[config.mk]
export PLATFORM = sky130hd
export DESIGN_NAME = shape_strip_vertex_generator_flat
export DESIGN_NICKNAME = d
export VERILOG_FILES = /design/src/rtl/ssvg_pkg.sv /design/src/rtl/ssvg_if.sv /design/src/rtl/ssvg_decode.sv /design/src/rtl/shape_strip_vertex_generator.sv /design/src/flat_wrapper.sv
export SDC_FILE = /design/constraint.sdc
export NUM_CORES = 2
export LEC_CHECK = 0
export BUFFER_PORTS_ARGS = -buffer_cell sky130_fd_sc_hd__buf_2
export CAP_MARGIN = 30
export CORE_MARGIN = 3
export CORE_UTILIZATION = 59
export DETAILED_ROUTE_END_ITERATION = 10
export GPL_TIMING_DRIVEN = 0
export PLACE_DENSITY_LB_ADDON = 0.15
export SYNTH_ARGS = -nofsm -noshare
export SYNTH_HDL_FRONTEND = slang
export SYNTH_SLANG_ARGS = --single-unit
[constraint.sdc]
create_clock -name clk -period 13.4 [get_ports clk]
set_clock_uncertainty 0.1 [all_clocks]
set_input_delay 2.01 -clock clk [delete_from_list [all_inputs] [get_ports clk]]
set_output_delay 2.01 -clock clk [all_outputs]
set_load 0.03 [all_outputs]
[src/rtl/ssvg_pkg.sv]
// ----------------------------------------------------------------------------
// ssvg_pkg
// Shared constants, types and trig tables of the shape strip vertex generator.
// ----------------------------------------------------------------------------
`default_nettype none

package ssvg_pkg;

	// Geometry setup
	localparam int ROUND_SEGMENTS   = 12;
	localparam int ELLIPSE_SEGMENTS = 65;
	localparam int TRIG_BITS        = 16;

	// Trig values hold +-1.0 exactly, so they need one bit above TRIG_BITS
	localparam int TRIG_W = TRIG_BITS + 1;
	localparam int RAD_W  = 27;
	localparam int PROD_W = TRIG_W + RAD_W;
	localparam int SUM_W  = 32;
	localparam int CI_W   = $clog2(ROUND_SEGMENTS);
	localparam int EI_W   = $clog2(ELLIPSE_SEGMENTS - 1);
	localparam int CNT_W  = 9;

	localparam longint unsigned CORNER_DEN  = longint'(4 * (ROUND_SEGMENTS - 1));
	localparam longint unsigned ELL_DEN     = longint'(ELLIPSE_SEGMENTS - 1);
	localparam longint unsigned Q30_ONE     = 64'd1 << 30;
	localparam longint unsigned HALF_PI_Q30 = 64'd1686629713;
	localparam int              TRIG_SHIFT  = 31 - TRIG_BITS;

	localparam logic signed [TRIG_W-1:0] TRIG_ONE  = TRIG_W'(1) <<< (TRIG_BITS - 1);
	localparam logic signed [SUM_W-1:0]  COORD_MAX = SUM_W'(8388607);
	localparam logic signed [SUM_W-1:0]  COORD_MIN = -SUM_W'(8388608);
	localparam logic signed [PROD_W-1:0] PROD_HALF = PROD_W'(1) <<< (TRIG_BITS - 1);

	// Strip lengths
	localparam logic [CNT_W-1:0] CNT_FILL_RECT    = CNT_W'(6);
	localparam logic [CNT_W-1:0] CNT_STROKE_RECT  = CNT_W'(16);
	localparam logic [CNT_W-1:0] CNT_STROKE_ROUND = CNT_W'(8 * ROUND_SEGMENTS + 4);
	localparam logic [CNT_W-1:0] CNT_FILL_ROUND   = CNT_W'(4 * ROUND_SEGMENTS + 8);
	localparam logic [CNT_W-1:0] CNT_ELLIPSE      = CNT_W'(2 * ELLIPSE_SEGMENTS + 2);

	// Taylor divisors for sine and cosine terms
	localparam longint unsigned SIN_DIV [1:7] = '{6, 20, 42, 72, 110, 156, 210};
	localparam longint unsigned COS_DIV [1:8] = '{2, 12, 30, 56, 90, 132, 182, 240};

	typedef enum logic [2:0] {
		OP_FILL_RECT    = 3'd0,
		OP_STROKE_RECT  = 3'd1,
		OP_STROKE_ROUND = 3'd2,
		OP_FILL_ROUND   = 3'd3,
		OP_STROKE_ELL   = 3'd4,
		OP_FILL_ELL     = 3'd5
	} op_t;

	typedef enum logic [1:0] {
		MODE_RECT    = 2'd0,
		MODE_CORNER  = 2'd1,
		MODE_ELLIPSE = 2'd2
	} mode_t;

	// Radius choice: none gives a zero offset, mid the plain doubled radius
	typedef enum logic [1:0] {
		RAD_NONE = 2'd0,
		RAD_MID  = 2'd1,
		RAD_IN   = 2'd2,
		RAD_OUT  = 2'd3
	} rad_t;

	typedef struct packed {
		mode_t           mode;
		rad_t            rad;
		logic [1:0]      which;   // bit 0 right, bit 1 bottom
		logic [CI_W-1:0] ci;
		logic [EI_W-1:0] ei;
		logic            dx;
		logic            dy;
		logic            negx;
		logic            negy;
		logic            last;
		logic            err;
	} dec_t;

	typedef struct packed {
		logic [2:0]         opcode;
		logic signed [23:0] shape_x;
		logic signed [23:0] shape_y;
		logic [22:0]        size_w;
		logic [22:0]        size_h;
		logic [22:0]        corner_radius;
		logic [22:0]        stroke_width;
		logic [31:0]        fill_color;
		logic [7:0]         vertex_index;
	} cmd_t;

	// Rectangle corner order: value is {right, bottom}; last two entries unused
	localparam logic [1:0] FILL_SEQ [8] = '{2'd0, 2'd0, 2'd1, 2'd2, 2'd3, 2'd3, 2'd0, 2'd0};
	localparam logic [2:0] STRK_SEQ [16] = '{3'd0, 3'd0, 3'd1, 3'd2, 3'd0, 3'd3, 3'd2, 3'd4,
		3'd5, 3'd6, 3'd4, 3'd7, 3'd6, 3'd0, 3'd1, 3'd1};
	// Stroke rectangle vertex: {right, bottom, negate x offset, negate y offset}
	localparam logic [3:0] STRK_DEF [8] = '{4'b0000, 4'b0011, 4'b1001, 4'b1010,
		4'b1111, 4'b1100, 4'b0110, 4'b0101};

	typedef logic [ROUND_SEGMENTS-1:0][2*TRIG_W-1:0]    corner_tab_t;
	typedef logic [ELLIPSE_SEGMENTS-2:0][2*TRIG_W-1:0]  ell_tab_t;

	// Clamp a Q30 value to [0, 1] and round half up to the trig format
	function automatic logic signed [TRIG_W-1:0] trig_round(input longint v);
		longint c;
		c = v;
		if (c < 0) c = 0;
		if (c > longint'(Q30_ONE)) c = longint'(Q30_ONE);
		return TRIG_W'((c + (longint'(1) <<< (TRIG_SHIFT - 1))) >>> TRIG_SHIFT);
	endfunction

	// Cosine and sine of 2pi * p / 2^32, returned as {cos, sin}
	function automatic logic [2*TRIG_W-1:0] trig_q(input longint unsigned p);
		longint unsigned r, x, x2, term;
		longint s, c;
		logic [1:0] q;
		logic signed [TRIG_W-1:0] sv, cv, co, si;
		q = p[31:30];
		r = p & (Q30_ONE - 1);
		x = (r * HALF_PI_Q30) >> 30;
		x2 = (x * x) >> 30;
		term = x;
		s = longint'(x);
		for (int k = 1; k <= 7; k++) begin
			term = ((term * x2) >> 30) / SIN_DIV[k];
			if ((k & 1) != 0) s = s - longint'(term);
			else s = s + longint'(term);
		end
		term = Q30_ONE;
		c = longint'(Q30_ONE);
		for (int k = 1; k <= 8; k++) begin
			term = ((term * x2) >> 30) / COS_DIV[k];
			if ((k & 1) != 0) c = c - longint'(term);
			else c = c + longint'(term);
		end
		sv = trig_round(s);
		cv = trig_round(c);
		case (q)
			2'd0: begin co = cv; si = sv; end
			2'd1: begin co = -sv; si = cv; end
			2'd2: begin co = -cv; si = -sv; end
			default: begin co = sv; si = -cv; end
		endcase
		return {co, si};
	endfunction

	// Corner table: entry i is at angle -i * pi / (2 * (ROUND_SEGMENTS - 1))
	function automatic corner_tab_t corner_tab();
		corner_tab_t tab;
		longint unsigned a;
		for (int i = 0; i < ROUND_SEGMENTS; i++) begin
			a = (i == 0) ? 64'd0 : CORNER_DEN - longint'(i);
			tab[i] = trig_q((a << 32) / CORNER_DEN);
		end
		return tab;
	endfunction

	// Ellipse table: entry j is at angle j * 2pi / (ELLIPSE_SEGMENTS - 1)
	function automatic ell_tab_t ell_tab();
		ell_tab_t tab;
		for (int j = 0; j < ELLIPSE_SEGMENTS - 1; j++) begin
			tab[j] = trig_q((longint'(j) << 32) / ELL_DEN);
		end
		return tab;
	endfunction

	localparam corner_tab_t CORNER_TAB = corner_tab();
	localparam ell_tab_t    ELL_TAB    = ell_tab();

endpackage

`default_nettype wire

[src/rtl/ssvg_if.sv]
// ----------------------------------------------------------------------------
// ssvg channel interfaces
// Command channel into the generator and vertex channel out of it.
// ----------------------------------------------------------------------------
`default_nettype none

interface ssvg_cmd_if;
	logic               valid;
	logic               ready;
	logic [2:0]         opcode;
	logic signed [23:0] shape_x;
	logic signed [23:0] shape_y;
	logic [22:0]        size_w;
	logic [22:0]        size_h;
	logic [22:0]        corner_radius;
	logic [22:0]        stroke_width;
	logic [31:0]        fill_color;
	logic [7:0]         vertex_index;

	modport source (
		output valid, opcode, shape_x, shape_y, size_w, size_h,
		       corner_radius, stroke_width, fill_color, vertex_index,
		input  ready
	);
	modport sink (
		input  valid, opcode, shape_x, shape_y, size_w, size_h,
		       corner_radius, stroke_width, fill_color, vertex_index,
		output ready
	);
endinterface

interface ssvg_vtx_if;
	logic               valid;
	logic               ready;
	logic signed [23:0] vertex_x;
	logic signed [23:0] vertex_y;
	logic [31:0]        vertex_color;
	logic               last_vertex;
	logic               index_error;

	modport source (
		output valid, vertex_x, vertex_y, vertex_color, last_vertex, index_error,
		input  ready
	);
	modport sink (
		input  valid, vertex_x, vertex_y, vertex_color, last_vertex, index_error,
		output ready
	);
endinterface

`default_nettype wire

[src/rtl/ssvg_decode.sv]
// ----------------------------------------------------------------------------
// ssvg_decode
// Map opcode and strip position to corner, ellipse step and radius choice.
// ----------------------------------------------------------------------------
`default_nettype none

module ssvg_decode
	import ssvg_pkg::*;
(
	input  wire logic [2:0] opcode,
	input  wire logic [7:0] vertex_index,
	output dec_t            dec
);

	localparam logic [CNT_W-1:0] S  = CNT_W'(ROUND_SEGMENTS);
	localparam logic [CNT_W-1:0] E  = CNT_W'(ELLIPSE_SEGMENTS);
	localparam logic [CNT_W-1:0] ED = CNT_W'(ELLIPSE_SEGMENTS - 1);

	logic [CNT_W-1:0] k, count, t, u, j, i, ie;
	logic [1:0]       seg;
	logic [1:0]       fc;
	logic [3:0]       sd;

	// Decode one strip position
	always_comb begin
		dec   = '0;
		k     = {1'b0, vertex_index};
		count = '0;
		t     = '0;
		u     = '0;
		j     = '0;
		i     = '0;
		ie    = '0;
		seg   = '0;
		fc    = FILL_SEQ[vertex_index[2:0]];
		sd    = STRK_DEF[STRK_SEQ[vertex_index[3:0]]];
		unique case (opcode)
			OP_FILL_RECT: begin
				count    = CNT_FILL_RECT;
				dec.mode = MODE_RECT;
				dec.rad  = RAD_NONE;
				dec.dx   = fc[1];
				dec.dy   = fc[0];
			end
			OP_STROKE_RECT: begin
				count    = CNT_STROKE_RECT;
				dec.mode = MODE_RECT;
				dec.rad  = RAD_MID;
				dec.dx   = sd[3];
				dec.dy   = sd[2];
				dec.negx = sd[1];
				dec.negy = sd[0];
			end
			OP_STROKE_ROUND: begin
				count    = CNT_STROKE_ROUND;
				dec.mode = MODE_CORNER;
				if (k <= CNT_W'(1)) begin
					dec.rad = RAD_IN;
				end else if (k < 2 * S) begin
					t = k - CNT_W'(2);
					if (t[0]) begin
						dec.ci  = CI_W'((t >> 1) + CNT_W'(1));
						dec.rad = RAD_IN;
					end else begin
						dec.ci  = CI_W'(t >> 1);
						dec.rad = RAD_OUT;
					end
				end else if (k == 2 * S) begin
					dec.ci  = CI_W'(S - CNT_W'(1));
					dec.rad = RAD_OUT;
				end else if (k < 8 * S + CNT_W'(1)) begin
					// Remaining three corners, two vertices per step
					t = k - (2 * S + CNT_W'(1));
					if (t >= 4 * S) begin
						seg = 2'd2;
						u   = t - 4 * S;
					end else if (t >= 2 * S) begin
						seg = 2'd1;
						u   = t - 2 * S;
					end else begin
						seg = 2'd0;
						u   = t;
					end
					j         = u >> 1;
					dec.ci    = (seg == 2'd1) ? CI_W'(j) : CI_W'(S - CNT_W'(1) - j);
					dec.which = (seg == 2'd0) ? 2'd1 : ((seg == 2'd1) ? 2'd3 : 2'd2);
					dec.rad   = t[0] ? RAD_OUT : RAD_IN;
				end else if (k == 8 * S + CNT_W'(1)) begin
					dec.rad = RAD_IN;
				end else begin
					dec.rad = RAD_OUT;
				end
			end
			OP_FILL_ROUND: begin
				count    = CNT_FILL_ROUND;
				dec.mode = MODE_CORNER;
				dec.rad  = RAD_MID;
				if (k == '0) begin
					dec.ci = CI_W'(S - CNT_W'(1));
				end else if (k <= 2 * S) begin
					t         = k - CNT_W'(1);
					dec.which = t[0] ? 2'd1 : 2'd0;
					dec.ci    = CI_W'(S - CNT_W'(1) - (t >> 1));
				end else if (k <= 2 * S + CNT_W'(3)) begin
					dec.which = 2'd1;
				end else if (k == 2 * S + CNT_W'(4)) begin
					dec.which = 2'd0;
				end else if (k == 2 * S + CNT_W'(5)) begin
					dec.which = 2'd3;
				end else if (k == 2 * S + CNT_W'(6)) begin
					dec.which = 2'd2;
				end else if (k <= 4 * S + CNT_W'(6)) begin
					t         = k - (2 * S + CNT_W'(7));
					dec.which = t[0] ? 2'd2 : 2'd3;
					dec.ci    = CI_W'(t >> 1);
				end else begin
					dec.which = 2'd2;
					dec.ci    = CI_W'(S - CNT_W'(1));
				end
			end
			OP_STROKE_ELL: begin
				count    = CNT_ELLIPSE;
				dec.mode = MODE_ELLIPSE;
				if (k == '0) begin
					dec.rad = RAD_IN;
				end else if (k <= 2 * E) begin
					t       = k - CNT_W'(1);
					i       = t >> 1;
					dec.rad = t[0] ? RAD_OUT : RAD_IN;
				end else begin
					i       = E - CNT_W'(1);
					dec.rad = RAD_OUT;
				end
				dec.ei = (i == ED) ? '0 : EI_W'(i);
			end
			OP_FILL_ELL: begin
				count    = CNT_ELLIPSE;
				dec.mode = MODE_ELLIPSE;
				dec.rad  = RAD_MID;
				if (k == '0) begin
					dec.rad = RAD_NONE;
				end else if (k <= 2 * E) begin
					t = k - CNT_W'(1);
					i = t >> 1;
					if (!t[0]) dec.rad = RAD_NONE;
				end else begin
					i = E - CNT_W'(1);
				end
				// Walk the ellipse backward
				ie     = (i == ED) ? '0 : i;
				dec.ei = (ie == '0) ? '0 : EI_W'(ED - ie);
			end
			default: begin
				count = '0;
			end
		endcase
		dec.err  = (k >= count);
		dec.last = !dec.err && (k == count - CNT_W'(1));
	end

endmodule

`default_nettype wire

[src/rtl/shape_strip_vertex_generator.sv]
// ----------------------------------------------------------------------------
// shape_strip_vertex_generator
// Returns one triangle strip vertex of a rectangle, rounded rectangle or
// ellipse per command.
// ----------------------------------------------------------------------------
// Usage:
//   cmd carries one shape command plus the vertex index wanted; vtx returns
//   that vertex with the command color, a last-vertex flag and an index
//   error flag (zero coordinates and color when the index is past the end).
//   Both channels transfer on valid and ready high at a rising clk edge.
//   A command is caught in an input register; the corner or ellipse trig
//   table read, one multiply, the rounding add and saturation then fill the
//   result register. A vertex thus passes the input register and then the result
//   register before it shows on vtx; one command is taken every cycle while vtx keeps up.
//   When vtx stalls the result holds and the input register keeps one more
//   command; cmd.ready drops only while both are full and vtx is stalled.
//   arst_n clears both valid flags at once; no command is lost or repeated.
// ----------------------------------------------------------------------------
`default_nettype none

module shape_strip_vertex_generator
	import ssvg_pkg::*;
(
	input  wire logic  clk,
	input  wire logic  arst_n,
	ssvg_cmd_if.sink   cmd,
	ssvg_vtx_if.source vtx
);

	cmd_t  cmd_s1;
	logic  valid_s1;
	logic  out_valid_q;
	logic  advance;
	dec_t  dec;

	logic signed [23:0] vx_q, vy_q;
	logic [31:0]        color_q;
	logic               last_q, err_q;

	logic signed [RAD_W-1:0]  px, py, pw, ph, pr, ps;
	logic signed [RAD_W-1:0]  r2, rin, rout, w2, h2;
	logic signed [RAD_W-1:0]  bx, by, rx, ry;
	logic signed [TRIG_W-1:0] cco, csi, eco, esi, tx, ty;
	logic signed [PROD_W-1:0] mx, my;
	logic signed [SUM_W-1:0]  sx, sy;
	logic signed [23:0]       satx, saty;

	// Result register frees when empty or taken
	assign advance   = !out_valid_q || vtx.ready;
	assign cmd.ready = !valid_s1 || advance;

	// Input register
	always_ff @(posedge clk or negedge arst_n) begin
		if (!arst_n) begin
			valid_s1 <= 1'b0;
		end else if (cmd.ready) begin
			valid_s1 <= cmd.valid;
		end
	end

	always_ff @(posedge clk) begin
		if (cmd.valid && cmd.ready) begin
			cmd_s1 <= '{cmd.opcode, cmd.shape_x, cmd.shape_y, cmd.size_w, cmd.size_h,
				cmd.corner_radius, cmd.stroke_width, cmd.fill_color, cmd.vertex_index};
		end
	end

	ssvg_decode u_decode (
		.opcode       (cmd_s1.opcode),
		.vertex_index (cmd_s1.vertex_index),
		.dec          (dec)
	);

	// Widen the command fields
	assign px = RAD_W'(cmd_s1.shape_x);
	assign py = RAD_W'(cmd_s1.shape_y);
	assign pw = RAD_W'(cmd_s1.size_w);
	assign ph = RAD_W'(cmd_s1.size_h);
	assign pr = RAD_W'(cmd_s1.corner_radius);
	assign ps = RAD_W'(cmd_s1.stroke_width);

	// Doubled radii keep half a stroke width exact
	assign r2   = pr <<< 1;
	assign rin  = r2 - ps;
	assign rout = r2 + ps;
	assign w2   = pw <<< 1;
	assign h2   = ph <<< 1;

	// Trig table reads
	assign {cco, csi} = CORNER_TAB[dec.ci];
	assign {eco, esi} = ELL_TAB[dec.ei];

	// Select base point, trig factors and radii
	always_comb begin
		bx = px;
		by = py;
		tx = '0;
		ty = '0;
		rx = ps;
		ry = ps;
		case (dec.mode)
			MODE_CORNER: begin
				bx = dec.which[0] ? px + pw - pr : px + pr;
				by = dec.which[1] ? py + ph - pr : py + pr;
				tx = dec.which[0] ? cco : -cco;
				ty = dec.which[1] ? -csi : csi;
				case (dec.rad)
					RAD_IN:  rx = rin;
					RAD_OUT: rx = rout;
					default: rx = r2;
				endcase
				ry = rx;
			end
			MODE_ELLIPSE: begin
				if (dec.rad != RAD_NONE) begin
					tx = eco;
					ty = esi;
				end
				case (dec.rad)
					RAD_IN: begin
						rx = w2 - ps;
						ry = h2 - ps;
					end
					RAD_OUT: begin
						rx = w2 + ps;
						ry = h2 + ps;
					end
					default: begin
						rx = w2;
						ry = h2;
					end
				endcase
			end
			default: begin
				bx = dec.dx ? px + pw : px;
				by = dec.dy ? py + ph : py;
				if (dec.rad != RAD_NONE) begin
					tx = dec.negx ? -TRIG_ONE : TRIG_ONE;
					ty = dec.negy ? -TRIG_ONE : TRIG_ONE;
				end
			end
		endcase
	end

	// Scale, round half up and add to the base point
	assign mx = tx * rx;
	assign my = ty * ry;
	assign sx = SUM_W'(bx) + SUM_W'((mx + PROD_HALF) >>> TRIG_BITS);
	assign sy = SUM_W'(by) + SUM_W'((my + PROD_HALF) >>> TRIG_BITS);

	// Saturate to the coordinate range
	assign satx = (sx > COORD_MAX) ? 24'sh7FFFFF : ((sx < COORD_MIN) ? 24'sh800000 : sx[23:0]);
	assign saty = (sy > COORD_MAX) ? 24'sh7FFFFF : ((sy < COORD_MIN) ? 24'sh800000 : sy[23:0]);

	// Result register
	always_ff @(posedge clk or negedge arst_n) begin
		if (!arst_n) begin
			out_valid_q <= 1'b0;
		end else if (advance) begin
			out_valid_q <= valid_s1;
		end
	end

	always_ff @(posedge clk) begin
		if (advance && valid_s1) begin
			vx_q    <= dec.err ? '0 : satx;
			vy_q    <= dec.err ? '0 : saty;
			color_q <= dec.err ? '0 : cmd_s1.fill_color;
			last_q  <= dec.last;
			err_q   <= dec.err;
		end
	end

	assign vtx.valid        = out_valid_q;
	assign vtx.vertex_x     = vx_q;
	assign vtx.vertex_y     = vy_q;
	assign vtx.vertex_color = color_q;
	assign vtx.last_vertex  = last_q;
	assign vtx.index_error  = err_q;

endmodule

`default_nettype wire

[src/flat_wrapper.sv]
// flat-port wrapper written by rule: the top's interface ports become plain ports
module shape_strip_vertex_generator_flat import ssvg_pkg::*;
  (clk, arst_n, cmd_valid, cmd_opcode, cmd_shape_x, cmd_shape_y, cmd_size_w, cmd_size_h, cmd_corner_radius, cmd_stroke_width, cmd_fill_color, cmd_vertex_index, cmd_ready, vtx_valid, vtx_vertex_x, vtx_vertex_y, vtx_vertex_color, vtx_last_vertex, vtx_index_error, vtx_ready);
  ssvg_cmd_if cmd_i ();
  ssvg_vtx_if vtx_i ();
  input  wire logic clk;
  input  wire logic arst_n;
  input wire logic [$bits(cmd_i.valid)-1:0] cmd_valid;
  input wire logic [$bits(cmd_i.opcode)-1:0] cmd_opcode;
  input wire logic [$bits(cmd_i.shape_x)-1:0] cmd_shape_x;
  input wire logic [$bits(cmd_i.shape_y)-1:0] cmd_shape_y;
  input wire logic [$bits(cmd_i.size_w)-1:0] cmd_size_w;
  input wire logic [$bits(cmd_i.size_h)-1:0] cmd_size_h;
  input wire logic [$bits(cmd_i.corner_radius)-1:0] cmd_corner_radius;
  input wire logic [$bits(cmd_i.stroke_width)-1:0] cmd_stroke_width;
  input wire logic [$bits(cmd_i.fill_color)-1:0] cmd_fill_color;
  input wire logic [$bits(cmd_i.vertex_index)-1:0] cmd_vertex_index;
  output wire logic [$bits(cmd_i.ready)-1:0] cmd_ready;
  output wire logic [$bits(vtx_i.valid)-1:0] vtx_valid;
  output wire logic [$bits(vtx_i.vertex_x)-1:0] vtx_vertex_x;
  output wire logic [$bits(vtx_i.vertex_y)-1:0] vtx_vertex_y;
  output wire logic [$bits(vtx_i.vertex_color)-1:0] vtx_vertex_color;
  output wire logic [$bits(vtx_i.last_vertex)-1:0] vtx_last_vertex;
  output wire logic [$bits(vtx_i.index_error)-1:0] vtx_index_error;
  input wire logic [$bits(vtx_i.ready)-1:0] vtx_ready;
  assign cmd_i.valid = cmd_valid;
  assign cmd_i.opcode = cmd_opcode;
  assign cmd_i.shape_x = cmd_shape_x;
  assign cmd_i.shape_y = cmd_shape_y;
  assign cmd_i.size_w = cmd_size_w;
  assign cmd_i.size_h = cmd_size_h;
  assign cmd_i.corner_radius = cmd_corner_radius;
  assign cmd_i.stroke_width = cmd_stroke_width;
  assign cmd_i.fill_color = cmd_fill_color;
  assign cmd_i.vertex_index = cmd_vertex_index;
  assign cmd_ready = cmd_i.ready;
  assign vtx_valid = vtx_i.valid;
  assign vtx_vertex_x = vtx_i.vertex_x;
  assign vtx_vertex_y = vtx_i.vertex_y;
  assign vtx_vertex_color = vtx_i.vertex_color;
  assign vtx_last_vertex = vtx_i.last_vertex;
  assign vtx_index_error = vtx_i.index_error;
  assign vtx_i.ready = vtx_ready;
  shape_strip_vertex_generator u_core (.clk(clk), .arst_n(arst_n), .cmd(cmd_i), .vtx(vtx_i));
endmodule
Word-level counts from Yosys, hierarchy flattened
Memories as Yosys holds them, arrays and structs flattened.
Cells that the tools add are included.

cells by class
  $add $sub $neg = 29
  $mul = 2
  div/mod/pow operators = 0
  $lt $le $gt $ge = 19
  equal/unequal tests = 18
  shifts and indexed selects = 0
  multiplexer cells = 96
  bitwise gates (word level) = 3
  reduce and logical (&&, ||, !) cells = 16

operators by type and width
  kind                    count
  $pmux 27 s2             7
  $mux 17                 8
  $mux 27                 4
  $add 24x24->25          4
  $add 44x17->44 const B  2
  $mul 17x27->44          2
  $add 24x23->25          3
  $sub 24x23->25          3
  $mux 34                 2
  $pmux 17 s2             2
  $gt 32x24->1 const B    2
  $lt 32x24->1 const B    2
  $add 27x28->29          2
  $sub 27x24->27          2
  $mux 24                 2
  $mux 23                 2
  $mux 4                  11
  $mux 5                  8
  $pmux 8 s5              1
  $mux 2                  19
  $neg 17->17             2
  $eq 8x5->1 const B      4
  $mux 6                  5
  $mux 9                  3
  other kinds (46)        81

storage, ports and cells
  register bits = 267
  bits in latches = 0
  RAM bits = 0
  ROM bits = 2816
  input port bits = 187
  logic and storage cells = 206
  memories = 5

memory list
  name              words  bits a word  rd ports  clocked after Yosys merged registers in  write ports  RTL line                            RTL
  (name not given)  64     34           1         0                                        0            shape_strip_vertex_generator.sv:91  assign {eco, esi} = ELL_TAB[dec.ei];
  (name not given)  16     34           1         0                                        0            shape_strip_vertex_generator.sv:90  assign {cco, csi} = CORNER_TAB[dec.ci];
  (name not given)  16     3            1         0                                        0            ssvg_decode.sv:36                   sd = STRK_DEF[STRK_SEQ[vertex_index[3:0]]];
  (name not given)  8      4            1         0                                        0            ssvg_decode.sv:36
  (name not given)  8      2            1         0                                        0            ssvg_decode.sv:35                   fc = FILL_SEQ[vertex_index[2:0]];

Depth between registers and ports, before layout
  depth after elaboration = 28
  depth in mapped cells = 69
  depth with buffers taken out = 64

Cells and area by module
Synthesis repeated with hierarchy kept, for this count alone.

second synthesis, totals
  cells, all modules = 7423
  area total of the unflattened synthesis = 63479.6 µm²

by module, submodules not included
  module                        instances  cells each  area an instance (µm²)  seq. area each (µm²)
  shape_strip_vertex_generator  1          7138        61632.9                 8007.7
  ssvg_decode                   1          285         1846.8                  0.0

Worst setup path before layout
OpenSTA, ideal clock, no wires.

  path kind = register to register
  start point = register u_core.cmd_s1[2] (netlist bit)
  end point = register u_core.vy_q[10] (netlist: u_core.vtx.vertex_y[10]) (data pin)
  library setup time = 0.270 ns
  data arrival time = 13.723 ns
  path slack = -0.693 ns
  stages on the path, launching flop included = 62
  path buffers = 5
  clock period less this slack = 14.093 ns
  path through = edfxtp_1 > buf_2 > buf_1 > inv_1 > ha_1 > a21boi_4 > xnor2_4 > clkinv_2 > ha_1 > a21o_1 > nand4b_1 > nand3_1 > ha_1 > nand2_1 > o21ai_0 > ha_1 > nand3_1 > or3_1 > [26 not listed] > o21a_1 > o21a_1 > o21a_1 > nor2_1 > xnor2_1 > ha_1 > a21o_1 > a221o_1 > o31a_1 > a22oi_1 > a211oi_1 > o41ai_1 > o21ai_1 > xor2_1 > or4_1 > o211ai_1 > clkbuf_1 > o21ai_0

between the ends
  word-level cells in the longest chain between the ends = 27
  elaborated cells on any way between the ends = 123
  those cells by class = 13 x add/sub; 1 x mul; 12 x order compare; 10 x eq/ne; 75 x mux; 3 x bitwise; 4 x reduce/logical; 5 x memory

RTL lines
  what                                              RTL line                              RTL
  from (decl)                                       shape_strip_vertex_generator.sv:30    cmd_t cmd_s1;
  from (signal assigned)                            shape_strip_vertex_generator.sv:63    cmd_s1 <= '{cmd.opcode, cmd.shape_x, cmd.shape_y, cmd.size_w, cmd.size_h,
  $sub 8x5->9                                       ssvg_decode.sv:73                     t = k - (2 * S + CNT_W'(1));
  $ge 9x5->1 / $sub 5x5->5 (equally long branches)  ssvg_decode.sv:77, ssvg_decode.sv:79
  $mux 5 / $mux 1 (equally long branches)           ssvg_decode.sv:77                     end else if (t >= 2 * S) begin
  $mux 5 / $mux 2 (equally long branches)           ssvg_decode.sv:74                     if (t >= 4 * S) begin
  $mux 5 / $mux 2 (equally long branches)           ssvg_decode.sv:71                     end else if (k < 8 * S + CNT_W'(1)) begin
  $mux 5 / $mux 2 (equally long branches)           ssvg_decode.sv:68                     end else if (k == 2 * S) begin
  $mux 5 / $mux 2 (equally long branches)           ssvg_decode.sv:59                     end else if (k < 2 * S) begin
  $mux 5 / $mux 2 (equally long branches)           ssvg_decode.sv:57                     if (k <= CNT_W'(1)) begin
  [11 not listed]                                   -
  $mux 17                                           shape_strip_vertex_generator.sv:106   ty = dec.which[1] ? -csi : csi;
  $pmux 17 s2                                       shape_strip_vertex_generator.sv:101   case (dec.mode)
  $mul 17x27->44                                    shape_strip_vertex_generator.sv:147   assign my = ty * ry;
  $add 44x17->44                                    shape_strip_vertex_generator.sv:149   assign sy = SUM_W'(by) + SUM_W'((my + PROD_HALF) >>> TRIG_BITS);
  $add 27x28->29                                    shape_strip_vertex_generator.sv:149
  $lt 32x24->1                                      shape_strip_vertex_generator.sv:153   assign saty = (sy > COORD_MAX) ? 24'sh7FFFFF : ((sy < COORD_MIN) ? 24'sh800000 : sy[23:0]);
  $mux 24                                           shape_strip_vertex_generator.sv:153
  $mux 23                                           shape_strip_vertex_generator.sv:153
  to (signal assigned)                              shape_strip_vertex_generator.sv:167   vy_q <= dec.err ? '0 : saty;
  to (decl)                                         shape_strip_vertex_generator.sv:36    logic signed [23:0] vx_q, vy_q;

Parallel ways exist; a longest one is shown, timed or not. The select of a mux whose other input is x is not followed.
A chain may end at the register's enable or synchronous reset.

Worst setup path in the final report
  start point = register u_core.cmd_s1[181] (netlist bit)
  end point = register u_core.vy_q[5] (netlist: u_core.vtx.vertex_y[5]) (data pin)

between the ends
  word-level cells in the longest chain between the ends = 13
  elaborated cells on any way between the ends = 42
  those cells by class = 3 x add/sub; 1 x mul; 3 x order compare; 9 x eq/ne; 21 x mux; 3 x reduce/logical; 2 x memory

RTL lines
  what                                  RTL line                             RTL
  $eq 3x2->1, on equally long branches  -
  $pmux 6 s2                            ssvg_decode.sv:37                    unique case (opcode)
  $mem_v2 16x34                         -
  $mux 34 (implied by the code)         shape_strip_vertex_generator.sv:90
  $neg 17->17                           shape_strip_vertex_generator.sv:106
  $mux 17                               shape_strip_vertex_generator.sv:106
  $pmux 17 s2                           shape_strip_vertex_generator.sv:101
  $mul 17x27->44                        shape_strip_vertex_generator.sv:147
  $add 44x17->44                        shape_strip_vertex_generator.sv:149
  $add 27x28->29                        shape_strip_vertex_generator.sv:149
  $lt 32x24->1                          shape_strip_vertex_generator.sv:153
  $mux 24                               shape_strip_vertex_generator.sv:153
  $mux 23                               shape_strip_vertex_generator.sv:153

Parallel ways exist; a longest one is shown, timed or not. The select of a mux whose other input is x is not followed.

==> summary.md <==
| Metric | Value |
|---|---|
| DIE AREA | 110000 um^2 |
| Router iterations before antenna repair | 7 |
| Largest stage delay on the critical path | around 730 ps |
| Outcome | finished with violations |
| CTS tree | yes |
| Total gr overflow | 0 |
| Clock Sinks | roughly 270 |
| Met1 WL | around 94 mm |
| Reg2reg path depth | 50 |
| Worst Setup End Kind | flop |
| Worst reg2reg startpoint | u_core.cmd_s1[181]$_DFFE_PP_ |
| Crit path required time | between 10000 and 15000 ps |
| Area leader, netlist | fa_1 |
| Pre-CTS setup slack | -4600 ps |
| Met3 wire len | around 38 mm |
| Mapped cell area | a little over 60000 um^2 |
| Root Buffer | clkbuf_16 |
| Starting Density | 0.598 |
| CTS buffer count | 31 |
| GR Util All Layers | 0.474 |
| IO buf count | 270 |
| Post-Synth Adder-Cell Area | 0.399 |
| Crit-path max FO | 10 |
| Largest family of logic cells by synthesized area | adder cells |
| YS warnings | 0 |
| WP data arrival | 14830 ps |
| Max Slew Vio Count | 0 |
| Core Util, Final | 0.683 |
| CP startpoint kind | flop |
| Reg clk slew, reported paths | about 60 ps |
| Buffers & Inverters on Critical Path | 14 |
| ANT nets after route | 0 |
| CP Class | flop to flop |
| Cell row count | 118 |
| Syn-to-layout area delta | 14.3% |
| XOR/XNOR Fraction of Synth Area | 0.0448 |
| Post-synthesis cell type count | ~130 |
| Post-synthesis instance total | approximately 7.3k |
| Total number of vias | between 50k and 60k |
| Hold Path Depth | 1 |
| RSZ-0062 raised after global routing | true |
| Gp weighted congestion | ~1.1 |
| Syn nets | 8945 |
| Design Power | 10.1 mW |
| CTS max path bufs | 3 |
| Leak Pwr | 33.6 nW |
| Reg2reg setup slack | -1160 ps |
| Area of the core | around 100000 um^2 |
| Final period util | 1.09 |
| Fmax | 68.7 MHz |
| Fin crit period | 14560 ps |
| DR WL met2 | about 110 mm |
| Post-synthesis mux area share | 0.00988 |
| Post-synthesis simple-gate area fraction | 0.161 |
| CP delay by family, top | buffers and inverters |
| Routed Wire Length | around 260 mm |
| Share of cells above drive strength 1 | 0.147 |
| Detailed placer's ending HPWL | between 200 and 250 mm |
| Max transition margin | 0.190 |
| EDFF count, synth | between 200 and 300 |
| DRT iter0 DRCs | roughly 8k |
| Failing checks | setup timing |
| MaxCap Viol Count | 0 |
| I/O Pins | approximately 270 |
| Wire per inst | about 28 um |
| Most frequent cell after synthesis | inv_1 |
| Syn avg cell area | ~8.5 um^2 |
| Fillcell total | 8349 |
| Area share of the largest cell type after synthesis | 0.285 |
| Hold WC Path Type | flop to flop |
| Largest net degree at the start of global routing | 79 |
| Setup ws final | -1160 ps |
| Placed Instances | approximately 9k |
| Final hold violation count | 0 |
| Nets | roughly 9.5k |
| Synth top cells by count | inv_1, fa_1, nand2_1, ha_1, a21oi_1 |
| H-tree Lvls | 1 |
| Die Ht | 331 um |
| Vias in the first global route | approximately 60k |
| Slew @ Worst Pin | approximately 1200 ps |
| Vias per cell | about 6.5 |
| Hold slack | approximately 420 ps |
| Initial antenna violation count | 15 |
| Uppermost routed layer | met5 |
| Die span in x | around 330 um |
| Sequential share of the synthesized area | 0.128 |
| Clk_lat worst skew | between 600 and 700 ps |
| Flops & latches, synth | ~270 |
| Asr flop ratio synth | 0.00749 |
| Primary FF master, synth | edfxtp_1 |
| Drt drc | 0 |
| Min-Delay Endpoint | u_core.vtx.vertex_color[12]$_SDFFCE_PN0P_ |
| First-pass GRT wire length | 381 mm |
| Post-Layout Cell Count | between 9k and 10k |
| Final setup viols | 48 |
| Area contributors post-synth | fa_1, edfxtp_1, ha_1 |
| Hold_sp | u_core.cmd_s1[20]$_DFFE_PP_ |
| R2R Path End | u_core.vtx.vertex_y[5]$_SDFFCE_PN0P_ |
| Worst path slowest cell | clkbuf_1 |
| Critical Path Most Common Cell | fa_1 |
| Pwr per Cell Area | between 100 and 150 nW/um^2 |
| Synth Area in Compound Gates | 0.167 |
| Peak supply drop | around 0.00025 V |
## per-stage QoR
step / instance area (um^2) / setup TNS [ps]
final: 71200 / -48810
after global placement: 65500 / -205980
after detailed placement: 66100 / -203530
after floorplan: 62400 / 0
after global routing: 71200 / -58730
after CTS: 70600 / -23550
## what timing repair did
| item | CTS | global route |
|---|---|---|
| resized for setup | 630 | 94 |
| hold buffers | 0 | 0 |
| hold endpoints to repair | 0 | 0 |
| cloned | 4 | 0 |
| setup buffers | 159 | 25 |
| pin swaps | 143 | 41 |
| setup endpoints to repair | 48 | 48 |
## area by class of cell
cell class	instances	area [um^2]	share of cell area
Clock inverter	25	218	0.00306
Buffer	322	1940	0.0272
Timing Repair Buffer	509	3540	0.0497
Clock buffer	33	783	0.0110
Sequential cell	267	8010	0.112
Multi-Input combinational cell	5579	50700	0.712
Inverter	1127	4260	0.0598
Antenna cell	11	27.5	0.000386
Tap cell	1380	1730	0.0242
## layout by cell type, fill, tap and decap left out, drive strengths merged, types with 48 or more instances in the layout
cell type,Yosys,routed
nor2b,168,168
a221oi,48,48
clkbuf,252,275
or3,70,70
fa,888,888
a31oi,61,61
nand2,820,820
a211oi,66,66
nor2,442,442
o21ai,349,349
buf,79,588
inv,1123,1126
o21bai,54,54
ha,566,566
xor2,95,95
and3,55,55
and2,90,90
a21o,103,103
edfxtp,265,265
nor3,143,143
nand3,109,109
a21oi,527,527
o21a,87,87
nand2b,99,99
xnor2,219,219
## per-layer routing
layer | vias up | global-route usage
li1 | 25395 | -
met1 | 28962 | 0.601
met2 | 4335 | 0.675
met3 | 1084 | 0.177
met4 | 12 | 0.315
met5 | - | 0
## registers in the layout (all words and copies together) (netlist names)
name                     count
u_core.cmd_s1              183
u_core.vtx.index_error       1
u_core.vtx.vertex_x         24
u_core.vtx.vertex_color     32
u_core.valid_s1              1
u_core.vtx.valid             1
u_core.vtx.last_vertex       1
u_core.vtx.vertex_y         24
## power by group
group | leakage (nW) | internal, mW | switching [mW] | total, mW
Clock | 0.496 | 0.453 | 0.393 | 0.846
Sequential | 2.59 | 1.09 | 0.105 | 1.19
Combinational | 30.5 | 3.13 | 4.90 | 8.03
## cell families after synthesis
logic type	count (synthesis)
and+or+nand+nor	2133
buffers and inverters	1458
adders and majority gates	1454
DFF	267
AOI/OAI and AO/OA	1620
xor gates and xnor gates	315
muxes	57
## worst max-delay path by stage
stage	cells after the start	endpoint	startpoint
after detailed placement	59	u_core.vtx.vertex_x[19]$_SDFFCE_PN0P_	u_core.cmd_s1[2]$_DFFE_PP_
after floorplan	62	u_core.vtx.vertex_y[10]$_SDFFCE_PN0P_	u_core.cmd_s1[2]$_DFFE_PP_
after global routing	60	u_core.vtx.vertex_x[7]$_SDFFCE_PN0P_	u_core.cmd_s1[182]$_DFFE_PP_
after global placement	56	u_core.vtx.vertex_x[20]$_SDFFCE_PN0P_	u_core.cmd_s1[2]$_DFFE_PP_
after CTS	67	u_core.vtx.vertex_y[13]$_SDFFCE_PN0P_	u_core.cmd_s1[2]$_DFFE_PP_
final	50	u_core.vtx.vertex_y[5]$_SDFFCE_PN0P_	u_core.cmd_s1[181]$_DFFE_PP_
Power figures use the tool's default switching activity.
